File: config.mk
export PLATFORM = sky130hd
export DESIGN_NAME = accel_peak_step_counter
export DESIGN_NICKNAME = d
export VERILOG_FILES = /design/src/rtl/core/apsc_pkg.sv /design/src/rtl/core/apsc_front.sv /design/src/rtl/core/apsc_queue.sv /design/src/rtl/core/apsc_back.sv /design/src/rtl/core/accel_peak_step_counter.sv
export SDC_FILE = /design/constraint.sdc
export NUM_CORES = 1
export LEC_CHECK = 0
export BUFFER_PORTS_ARGS = -buffer_cell sky130_fd_sc_hd__clkbuf_2
export CAP_MARGIN = 20
export CORE_ASPECT_RATIO = 1.4
export CORE_MARGIN = 2
export CORE_UTILIZATION = 40
export CTS_CLUSTER_DIAMETER = 30
export DETAILED_ROUTE_END_ITERATION = 6
export PLACE_DENSITY_LB_ADDON = 0.25
export REMOVE_ABC_BUFFERS = 1
export SLEW_MARGIN = 25
export SYNTH_ARGS = -nofsm -noshare
export SYNTH_HDL_FRONTEND = slang
export SYNTH_SLANG_ARGS = --single-unit
File: constraint.sdc
create_clock -name clk -period 10.4 [get_ports clk]
set_clock_uncertainty 0.05 [all_clocks]
set_input_delay 0.52 -clock clk [delete_from_list [all_inputs] [get_ports clk]]
set_output_delay 0.52 -clock clk [all_outputs]
set_load 0.01 [all_outputs]
File: src/rtl/core/apsc_pkg.sv
package apsc_pkg;

	// noise threshold register
	localparam int THRESH_W = 13;
	localparam logic [THRESH_W-1:0] THRESH_RESET = 13'd1050;

	// step count
	localparam int STEP_W = 16;

	// queue between front and back
	localparam int QDEPTH = 2;

	typedef struct packed {
		logic full;
		logic empty;
	} q_stat_t;

	typedef enum logic [1:0] {
		F_IDLE,
		F_MUL,
		F_PUSH
	} front_state_t;

	typedef enum logic [2:0] {
		B_IDLE,
		B_SQRT,
		B_ACC,
		B_DIV,
		B_PEAK,
		B_EMIT
	} back_state_t;

endpackage

File: src/rtl/core/apsc_front.sv
module apsc_front import apsc_pkg::*; #(
	parameter int SAMPLE_BITS = 13,
	parameter int BLOCK_LEN   = 4
) (
	input  logic                         clk,
	input  logic                         arst_n,
	input  logic                         in_valid,
	output logic                         in_stall,
	input  logic signed [SAMPLE_BITS-1:0] accel_x,
	input  logic signed [SAMPLE_BITS-1:0] accel_y,
	input  logic signed [SAMPLE_BITS-1:0] accel_z,
	input  q_stat_t                      qstat,
	output logic                         push,
	output logic [2*SAMPLE_BITS:0]       push_data
);

	localparam int SQ_W = 2 * SAMPLE_BITS;
	localparam int PH_W = (BLOCK_LEN > 2) ? $clog2(BLOCK_LEN) : 1;

	front_state_t state_q, state_d;

	logic [SAMPLE_BITS-1:0] x_q, y_q, z_q;
	logic [1:0]             axis_q;
	logic [SQ_W-1:0]        acc_q;
	logic [PH_W-1:0]        phase_q;

	logic                   accept;
	logic [SAMPLE_BITS-1:0] op;
	logic [SAMPLE_BITS-1:0] op_abs;
	logic [SQ_W-1:0]        sq;
	logic                   last;

	assign accept = in_valid && !in_stall;
	assign last   = (phase_q == PH_W'(BLOCK_LEN - 1));

	always_comb begin
		case (axis_q)
			2'd0:    op = x_q;
			2'd1:    op = y_q;
			default: op = z_q;
		endcase
	end

	// most negative value maps onto its unsigned magnitude
	assign op_abs = op[SAMPLE_BITS-1] ? (~op + 1'b1) : op;
	assign sq     = SQ_W'(op_abs) * SQ_W'(op_abs);

	always_ff @(posedge clk or negedge arst_n) begin
		if (!arst_n) begin
			state_q <= F_IDLE;
		end else begin
			state_q <= state_d;
		end
	end

	always_comb begin
		state_d   = state_q;
		in_stall  = 1'b1;
		push      = 1'b0;
		push_data = {last, acc_q};
		case (state_q)
			F_IDLE: begin
				in_stall = 1'b0;
				if (in_valid) begin
					state_d = F_MUL;
				end
			end
			F_MUL: begin
				if (axis_q == 2'd2) begin
					state_d = F_PUSH;
				end
			end
			F_PUSH: begin
				if (!qstat.full) begin
					push    = 1'b1;
					state_d = F_IDLE;
				end
			end
			default: begin
				state_d = F_IDLE;
			end
		endcase
	end

	always_ff @(posedge clk or negedge arst_n) begin
		if (!arst_n) begin
			phase_q <= '0;
		end else if (push) begin
			phase_q <= last ? '0 : phase_q + 1'b1;
		end
	end

	always_ff @(posedge clk) begin
		if (accept) begin
			x_q    <= accel_x;
			y_q    <= accel_y;
			z_q    <= accel_z;
			axis_q <= 2'd0;
			acc_q  <= '0;
		end else if (state_q == F_MUL) begin
			axis_q <= axis_q + 1'b1;
			acc_q  <= acc_q + sq;
		end
	end

endmodule

File: src/rtl/core/apsc_queue.sv
module apsc_queue import apsc_pkg::*; #(
	parameter int W = 27
) (
	input  logic         clk,
	input  logic         arst_n,
	input  logic         push,
	input  logic [W-1:0] push_data,
	input  logic         pop,
	output logic [W-1:0] pop_data,
	output q_stat_t      qstat
);

	localparam int PTR_W = $clog2(QDEPTH);
	localparam int CNT_W = $clog2(QDEPTH + 1);

	logic [W-1:0]     mem_q [QDEPTH];
	logic [PTR_W-1:0] wr_ptr_q, rd_ptr_q;
	logic [CNT_W-1:0] count_q;

	assign qstat.full  = (count_q == CNT_W'(QDEPTH));
	assign qstat.empty = (count_q == '0);
	assign pop_data    = mem_q[rd_ptr_q];

	always_ff @(posedge clk or negedge arst_n) begin
		if (!arst_n) begin
			wr_ptr_q <= '0;
			rd_ptr_q <= '0;
			count_q  <= '0;
		end else begin
			if (push) begin
				wr_ptr_q <= (wr_ptr_q == PTR_W'(QDEPTH - 1)) ? '0 : wr_ptr_q + 1'b1;
			end
			if (pop) begin
				rd_ptr_q <= (rd_ptr_q == PTR_W'(QDEPTH - 1)) ? '0 : rd_ptr_q + 1'b1;
			end
			if (push && !pop) begin
				count_q <= count_q + 1'b1;
			end else if (pop && !push) begin
				count_q <= count_q - 1'b1;
			end
		end
	end

	always_ff @(posedge clk) begin
		if (push) begin
			mem_q[wr_ptr_q] <= push_data;
		end
	end

	a_no_overflow: assert property (@(posedge clk) disable iff (!arst_n)
		!(push && qstat.full))
		else $error("push into full queue");

	a_no_underflow: assert property (@(posedge clk) disable iff (!arst_n)
		!(pop && qstat.empty))
		else $error("pop from empty queue");

	a_count_range: assert property (@(posedge clk) disable iff (!arst_n)
		count_q <= CNT_W'(QDEPTH))
		else $error("queue count out of range");

endmodule

File: src/rtl/core/apsc_back.sv
module apsc_back import apsc_pkg::*; #(
	parameter int SAMPLE_BITS = 13,
	parameter int BLOCK_LEN   = 4,
	parameter int PEAK_REACH  = 2
) (
	input  logic                   clk,
	input  logic                   arst_n,
	input  q_stat_t                qstat,
	input  logic [2*SAMPLE_BITS:0] q_data,
	output logic                   pop,
	input  logic [THRESH_W-1:0]    thresh,
	output logic                   out_valid,
	input  logic                   out_stall,
	output logic [STEP_W-1:0]      step_total,
	output logic                   step_detected
);

	localparam int SB     = SAMPLE_BITS;
	localparam int SQ_W   = 2 * SB;
	localparam int SUM_W  = SB + $clog2(BLOCK_LEN);
	localparam int CNT_W  = $clog2(SB);
	localparam int HD     = 2 * PEAK_REACH + 1;
	localparam int CMP_W  = (SB > THRESH_W) ? SB : THRESH_W;
	localparam int DIV_L  = $clog2(BLOCK_LEN);
	localparam int RSH    = SUM_W + DIV_L;
	localparam int RCP_W  = SUM_W + 1;
	localparam int PROD_W = SUM_W + RCP_W;
	// rounded-up reciprocal of the block length, exact for every block sum
	localparam logic [RCP_W-1:0] RECIP = RCP_W'(((64'd1 << RSH) + 64'(BLOCK_LEN) - 64'd1)
		/ 64'(BLOCK_LEN));

	back_state_t state_q, state_d;

	logic [SQ_W-1:0]   rad_q;
	logic [SB:0]       rem_q;
	logic [SB-1:0]     root_q;
	logic [CNT_W-1:0]  it_q;
	logic              last_q;
	logic [SUM_W-1:0]  sum_q;
	logic [SUM_W-1:0]  div_q;
	logic [SB-1:0]     hist_q [HD];
	logic [STEP_W-1:0] count_q;
	logic              det_q;
	logic              out_valid_q;

	logic [SB+2:0]     shifted, trial, diff;
	logic              sq_ge;
	logic [PROD_W-1:0] avg_prod;
	logic [SB-1:0]     avg;
	logic              sqrt_done;
	logic              is_peak, hit;
	logic              load_out;

	// one root digit per cycle from the top bit pair
	assign shifted = {rem_q, rad_q[SQ_W-1 -: 2]};
	assign trial   = {1'b0, root_q, 2'b01};
	assign diff    = shifted - trial;
	assign sq_ge   = (shifted >= trial);

	// block average by multiplying with the reciprocal of the block length
	assign avg_prod = PROD_W'(div_q) * PROD_W'(RECIP);
	assign avg      = avg_prod[RSH +: SB];

	assign sqrt_done = (it_q == CNT_W'(SB - 1));

	always_comb begin
		is_peak = 1'b1;
		for (int i = 0; i < HD; i++) begin
			if (i != PEAK_REACH && !(hist_q[PEAK_REACH] > hist_q[i])) begin
				is_peak = 1'b0;
			end
		end
	end

	assign hit = is_peak && (CMP_W'(hist_q[PEAK_REACH]) > CMP_W'(thresh));

	always_ff @(posedge clk or negedge arst_n) begin
		if (!arst_n) begin
			state_q <= B_IDLE;
		end else begin
			state_q <= state_d;
		end
	end

	always_comb begin
		state_d  = state_q;
		pop      = 1'b0;
		load_out = 1'b0;
		case (state_q)
			B_IDLE: begin
				if (!qstat.empty) begin
					pop     = 1'b1;
					state_d = B_SQRT;
				end
			end
			B_SQRT: begin
				if (sqrt_done) begin
					state_d = B_ACC;
				end
			end
			B_ACC: begin
				state_d = last_q ? B_DIV : B_EMIT;
			end
			B_DIV: begin
				state_d = B_PEAK;
			end
			B_PEAK: begin
				state_d = B_EMIT;
			end
			B_EMIT: begin
				if (!out_valid_q || !out_stall) begin
					load_out = 1'b1;
					state_d  = B_IDLE;
				end
			end
			default: begin
				state_d = B_IDLE;
			end
		endcase
	end

	always_ff @(posedge clk or negedge arst_n) begin
		if (!arst_n) begin
			sum_q       <= '0;
			count_q     <= '0;
			out_valid_q <= 1'b0;
			for (int i = 0; i < HD; i++) begin
				hist_q[i] <= '0;
			end
		end else begin
			if (state_q == B_ACC) begin
				sum_q <= last_q ? '0 : sum_q + SUM_W'(root_q);
			end
			if (state_q == B_DIV) begin
				hist_q[0] <= avg;
				for (int i = 1; i < HD; i++) begin
					hist_q[i] <= hist_q[i-1];
				end
			end
			if (state_q == B_PEAK && hit) begin
				count_q <= count_q + 1'b1;
			end
			if (load_out) begin
				out_valid_q <= 1'b1;
			end else if (!out_stall) begin
				out_valid_q <= 1'b0;
			end
		end
	end

	always_ff @(posedge clk) begin
		case (state_q)
			B_IDLE: begin
				rad_q  <= q_data[SQ_W-1:0];
				last_q <= q_data[SQ_W];
				rem_q  <= '0;
				root_q <= '0;
				it_q   <= '0;
			end
			B_SQRT: begin
				rad_q  <= {rad_q[SQ_W-3:0], 2'b00};
				rem_q  <= sq_ge ? diff[SB:0] : shifted[SB:0];
				root_q <= {root_q[SB-2:0], sq_ge};
				it_q   <= it_q + 1'b1;
			end
			B_ACC: begin
				div_q <= sum_q + SUM_W'(root_q);
				det_q <= 1'b0;
			end
			B_PEAK: begin
				det_q <= hit;
			end
			default: begin
			end
		endcase
		if (load_out) begin
			step_total    <= count_q;
			step_detected <= det_q;
		end
	end

	assign out_valid = out_valid_q;

	a_div_only_on_block_end: assert property (@(posedge clk) disable iff (!arst_n)
		(state_q == B_DIV) |-> last_q)
		else $error("average taken on a sample that does not close a block");

	a_count_moves_on_peak: assert property (@(posedge clk) disable iff (!arst_n)
		(count_q != $past(count_q)) |-> ($past(state_q) == B_PEAK && $past(hit)))
		else $error("step count changed outside a confirmed peak");

	a_load_when_free: assert property (@(posedge clk) disable iff (!arst_n)
		load_out |-> (!out_valid_q || !out_stall))
		else $error("output register overwritten while held");

endmodule

File: src/rtl/core/accel_peak_step_counter.sv
// Step counter for a signed three-axis accelerometer. Each input beat is one
// sample (accel_x, accel_y, accel_z, two's complement) and yields exactly one
// output beat carrying the wrapping 16-bit step_total and a step_detected flag.
// The magnitude is the floor square root of x*x+y*y+z*z; magnitudes are
// averaged over non-overlapping blocks of BLOCK_LEN samples, and an average is
// a step when it is strictly above all PEAK_REACH averages on each side and
// strictly above noise_threshold, so a step is flagged PEAK_REACH blocks late.
// The front takes in a sample and squares the three axes on one shared
// multiplier, one axis at a time, taking no new sample until the sum is
// pushed; a two-entry queue feeds the back. The back is bound by its
// iterative square root, with two extra states on each sample that closes
// a block for the average (a constant reciprocal multiply) and the peak
// test. The output register lets the back finish the next sample while a
// result beat waits on out_stall.
// noise_threshold is written through cfg_valid/cfg_data (always ready) and
// resets to 1050; write it only while the block is idle.
module accel_peak_step_counter import apsc_pkg::*; #(
	parameter int BLOCK_LEN   = 4,
	parameter int PEAK_REACH  = 2,
	parameter int SAMPLE_BITS = 13
) (
	input  logic                          clk,
	input  logic                          arst_n,
	// sample channel
	input  logic                          in_valid,
	output logic                          in_stall,
	input  logic signed [SAMPLE_BITS-1:0] accel_x,
	input  logic signed [SAMPLE_BITS-1:0] accel_y,
	input  logic signed [SAMPLE_BITS-1:0] accel_z,
	// result channel
	output logic                          out_valid,
	input  logic                          out_stall,
	output logic [STEP_W-1:0]             step_total,
	output logic                          step_detected,
	// threshold write channel
	input  logic                          cfg_valid,
	output logic                          cfg_ready,
	input  logic [THRESH_W-1:0]           cfg_data
);

	localparam int QW = 2 * SAMPLE_BITS + 1;

	logic [THRESH_W-1:0] thresh_q;
	q_stat_t             qstat;
	logic                push, pop;
	logic [QW-1:0]       push_data, pop_data;

	// threshold register, a write beat is taken every cycle
	assign cfg_ready = 1'b1;

	always_ff @(posedge clk or negedge arst_n) begin
		if (!arst_n) begin
			thresh_q <= THRESH_RESET;
		end else if (cfg_valid && cfg_ready) begin
			thresh_q <= cfg_data;
		end
	end

	// front: accept sample, sum of squares, block position flag
	apsc_front #(
		.SAMPLE_BITS (SAMPLE_BITS),
		.BLOCK_LEN   (BLOCK_LEN)
	) u_front (
		.clk       (clk),
		.arst_n    (arst_n),
		.in_valid  (in_valid),
		.in_stall  (in_stall),
		.accel_x   (accel_x),
		.accel_y   (accel_y),
		.accel_z   (accel_z),
		.qstat     (qstat),
		.push      (push),
		.push_data (push_data)
	);

	// decoupling queue
	apsc_queue #(
		.W (QW)
	) u_queue (
		.clk       (clk),
		.arst_n    (arst_n),
		.push      (push),
		.push_data (push_data),
		.pop       (pop),
		.pop_data  (pop_data),
		.qstat     (qstat)
	);

	// back: square root, block average, peak test, result register
	apsc_back #(
		.SAMPLE_BITS (SAMPLE_BITS),
		.BLOCK_LEN   (BLOCK_LEN),
		.PEAK_REACH  (PEAK_REACH)
	) u_back (
		.clk           (clk),
		.arst_n        (arst_n),
		.qstat         (qstat),
		.q_data        (pop_data),
		.pop           (pop),
		.thresh        (thresh_q),
		.out_valid     (out_valid),
		.out_stall     (out_stall),
		.step_total    (step_total),
		.step_detected (step_detected)
	);

endmodule

==> key figures <==
Placed design
  – HPWL Detailed: roughly 32 mm
  – Port Buf Inserts: 75
  – GP Congestion: between 0.9 and 1
  – Pre-CTS setup slack: 0.969 ns

Layout
  – Layout area overhead: 17.3%
  – # diodes: 0
  – Most frequent cells in the layout: inv_1, nand2_1, edfxtp_1
  – # fillers: approximately 4700
  – Post-layout util: a little under half
  – Commonest non-fill, non-tap cell in the layout: inv_1
  – Share of cells above drive strength 1: about 13%
  – Fin nets: 2369

Logic synthesis
  – Mapped cell area: 20600 sq um
  – Ys flop type: edfxtp_1
  – Post-synth EDFFs: about 180
  – Synth top area share: between 20% and 30%
  – Synth area leaders: edfxtp_1, dfrtp_1, fa_1
  – Gate Count Post-Synth: between 1500 and 2000
  – Ys Warns: 0
  – Synth async-reset ratio: 36.6%
  – Area leader, netlist: edfxtp_1
  – Seq/Total Area, Yosys: about 44%
  – Yosys cell types: 80
  – Mean Syn Cell Area: between 10 and 15 sq um
  – Number of synthesized register bits: roughly 330

Floorplanning
  – Die X-Extent: a little under 200 microns
  – Core area: 50900 sq um
  – Rows: a little under 100
  – Die area: 53200 sq um
  – Die height: 272 microns
  – Initial Utilization: 40.4%
  – Ports: between 70 and 80

Clock tree
  – Root buffer cell: clkbuf_16
  – Num Clock Sinks: between 300 and 400
  – Clock-pin slew on the worst setup and hold paths: approximately 0.050 ns
  – CTS tree: yes
  – H-tree Lvls: 3
  – Clock Latency Late Sink: around 0.58 ns
  – Clock Tree Buf Depth: 3
  – Post-CTS Setup Bufs: 0
  – CTS Buf Count: between 60 and 70

Route
  – Vias per cell: 4.95
  – Iter 0 DRT Violations: approximately 370
  – # DRC: 0
  – Drt total wl: approximately 41 mm
  – Drt first pass iters: 4
  – DR vias: approximately 13000
  – DR WL/cell: approximately 15 microns
  – DRT antenna net count: 0

Timing
  – Final Critical Period: between 9 and 10 ns
  – Setup violations, final: 0
  – Relative slew slack: about 44%
  – Setup ws final: about 0.98 ns
  – Final period util: between 90% and 100%
  – Final Hold Viols: 0
  – RSZ-0062 raised after global routing: no
  – TNS Setup: 0 ns
  – Max-slew violation count: 0
  – Worst-Margin Slew: 0.837 ns
  – Fmax: around 0.11 GHz

Global routing
  – Largest net degree at the start of global routing: between 100 and 150
  – All-layer global routing usage: about 16%
  – Gr ovfl total: 0
  – Initial antenna violation count: 0
  – Vias in the first global route: about 15000
  – First-pass GRT wire length: between 60 and 70 mm

Setup path
  – Critical Path Fanout Max: 17
  – CP Data Arrival Time: 9.82 ns
  – Endpoint type of the worst setup path: flip-flop
  – R2R cell count: 31
  – Most used cell, CP: fa_1
  – Slowest cell delay on critical path: 0.55 ns
  – Critical Path Start Type: flip-flop
  – Worst endpoint required time: between 10 and 15 ns
  – Slowest cell on crit path: ha_1
  – Kind of critical path: reg -> reg

Min path
  – Min-Delay Path Class: in -> reg
  – Hold depth: 1

Job
  – Max cap viols: 0

Outcome
  – Status: finished, final reports clean
final timing paths:
path	startpoint	to	slack, ns
setup / recovery	u_front.axis_q[0]	u_front.acc_q[25]	0.98
hold / removal	accel_z[6]	u_front.z_q[6]	0.06
setup reg to reg	u_front.axis_q[0]	u_front.acc_q[25]	0.98
hold reg to reg	u_back.det_q	u_back.step_detected	0.39
max in group asynchronous	arst_n	u_back.hist_q[17]	8.66
min in group asynchronous	arst_n	u_back.state_q[0]	0.50
worst max-delay path, delay by kind of cell (launching register included):
| kind | cells | cell delay [ns] |
|---|---|---|
| AND/OR/NAND/NOR | 7 | 1.74 |
| adder cells (fa/ha/maj) | 9 | 4.18 |
| flip-flops | 1 | 0.33 |
| AO/OA/AOI/OAI | 7 | 1.65 |
| buffers and inverters | 7 | 0.90 |
| XOR/XNOR | 1 | 0.42 |
kinds of logic after synthesis:
| group | after synthesis | synth area share, % |
|---|---|---|
| other | 2 | 0.0365 |
| muxes | 69 | 3.55 |
| DFF | 331 | 44.1 |
| AOI/OAI and AO/OA | 329 | 10.2 |
| and+or+nand+nor | 431 | 9.55 |
| buffers and inverters | 362 | 6.79 |
| adders and majority gates | 292 | 22.0 |
| xor gates and xnor gates | 86 | 3.74 |
cells in the mapped netlist (9+ instances only):
library cell / n
inv_1: 306
xor2_1: 36
a22o_1: 14
dfxtp_1: 28
a21o_1: 43
a211oi_1: 13
nor2b_1: 15
clkbuf_1: 40
nand4_1: 22
nand3_1: 20
fa_1: 117
xnor2_1: 48
mux2_2: 32
edfxtp_1: 182
o21ai_0: 112
a21oi_1: 71
a22o_2: 10
o21a_1: 9
nand2_1: 187
nor3_1: 18
dfrtp_1: 117
ha_1: 175
o211ai_1: 9
nor2_1: 117
mux2i_1: 37
a31oi_1: 9
registers in the layout, summed over array words and instances (netlist names), 4 cells and up:
signal and cells:
u_back.count_q 16, u_front.x_q 13, u_back.root_q 13, u_back.sum_q 15, u_queue.mem_q 54, u_front.y_q 13, u_front.z_q 13, u_back.step_total 16
u_back.hist_q 65, u_front.acc_q 26, u_back.rem_q 14, thresh_q 13, u_back.div_q 13, u_back.rad_q 26, u_back.it_q 4
routing by layer:
layer	up-vias	track usage (%)	part of all wire, %
met2	206	32.1	56
met3	96	2.54	3.0
met4	0	7.73	3.5
li1	6670	-	-
met5	-	0	0
met1	6518	16.4	37
final cells by class:
| type | count | area (sq um) | area share, % |
|---|---|---|---|
| multi-input cells | 1216 | 10200 | 42.2 |
| well taps | 650 | 813 | 3.37 |
| flip-flops and latches | 331 | 9060 | 37.6 |
| clock buffers | 88 | 1880 | 7.80 |
| inverters | 310 | 1170 | 4.84 |
| repair buffers | 93 | 556 | 2.30 |
| clock inverters | 37 | 462 | 1.91 |
per-stage QoR:
stage | hold slack, ns | cells | area (sq um)
finish | 0.0580 | 2725 | 24100
CTS | 0.0252 | 2723 | 24000
global route | 0.0395 | 2725 | 24100
global placement | 0.373 | 2597 | 21700
detailed placement | 0.376 | 2597 | 21700
floorplan | 0.174 | 1857 | 20400
repair_timing:
action / in CTS / in global routing
hold buffers: 1 / 0
endpoints found under the hold margin: 46 / 0
gates resized for setup: 0 / 0
Power is left out: the tool's default activity adds up to more than one toggle a clock period on the data nets, which glitch-free logic cannot reach.
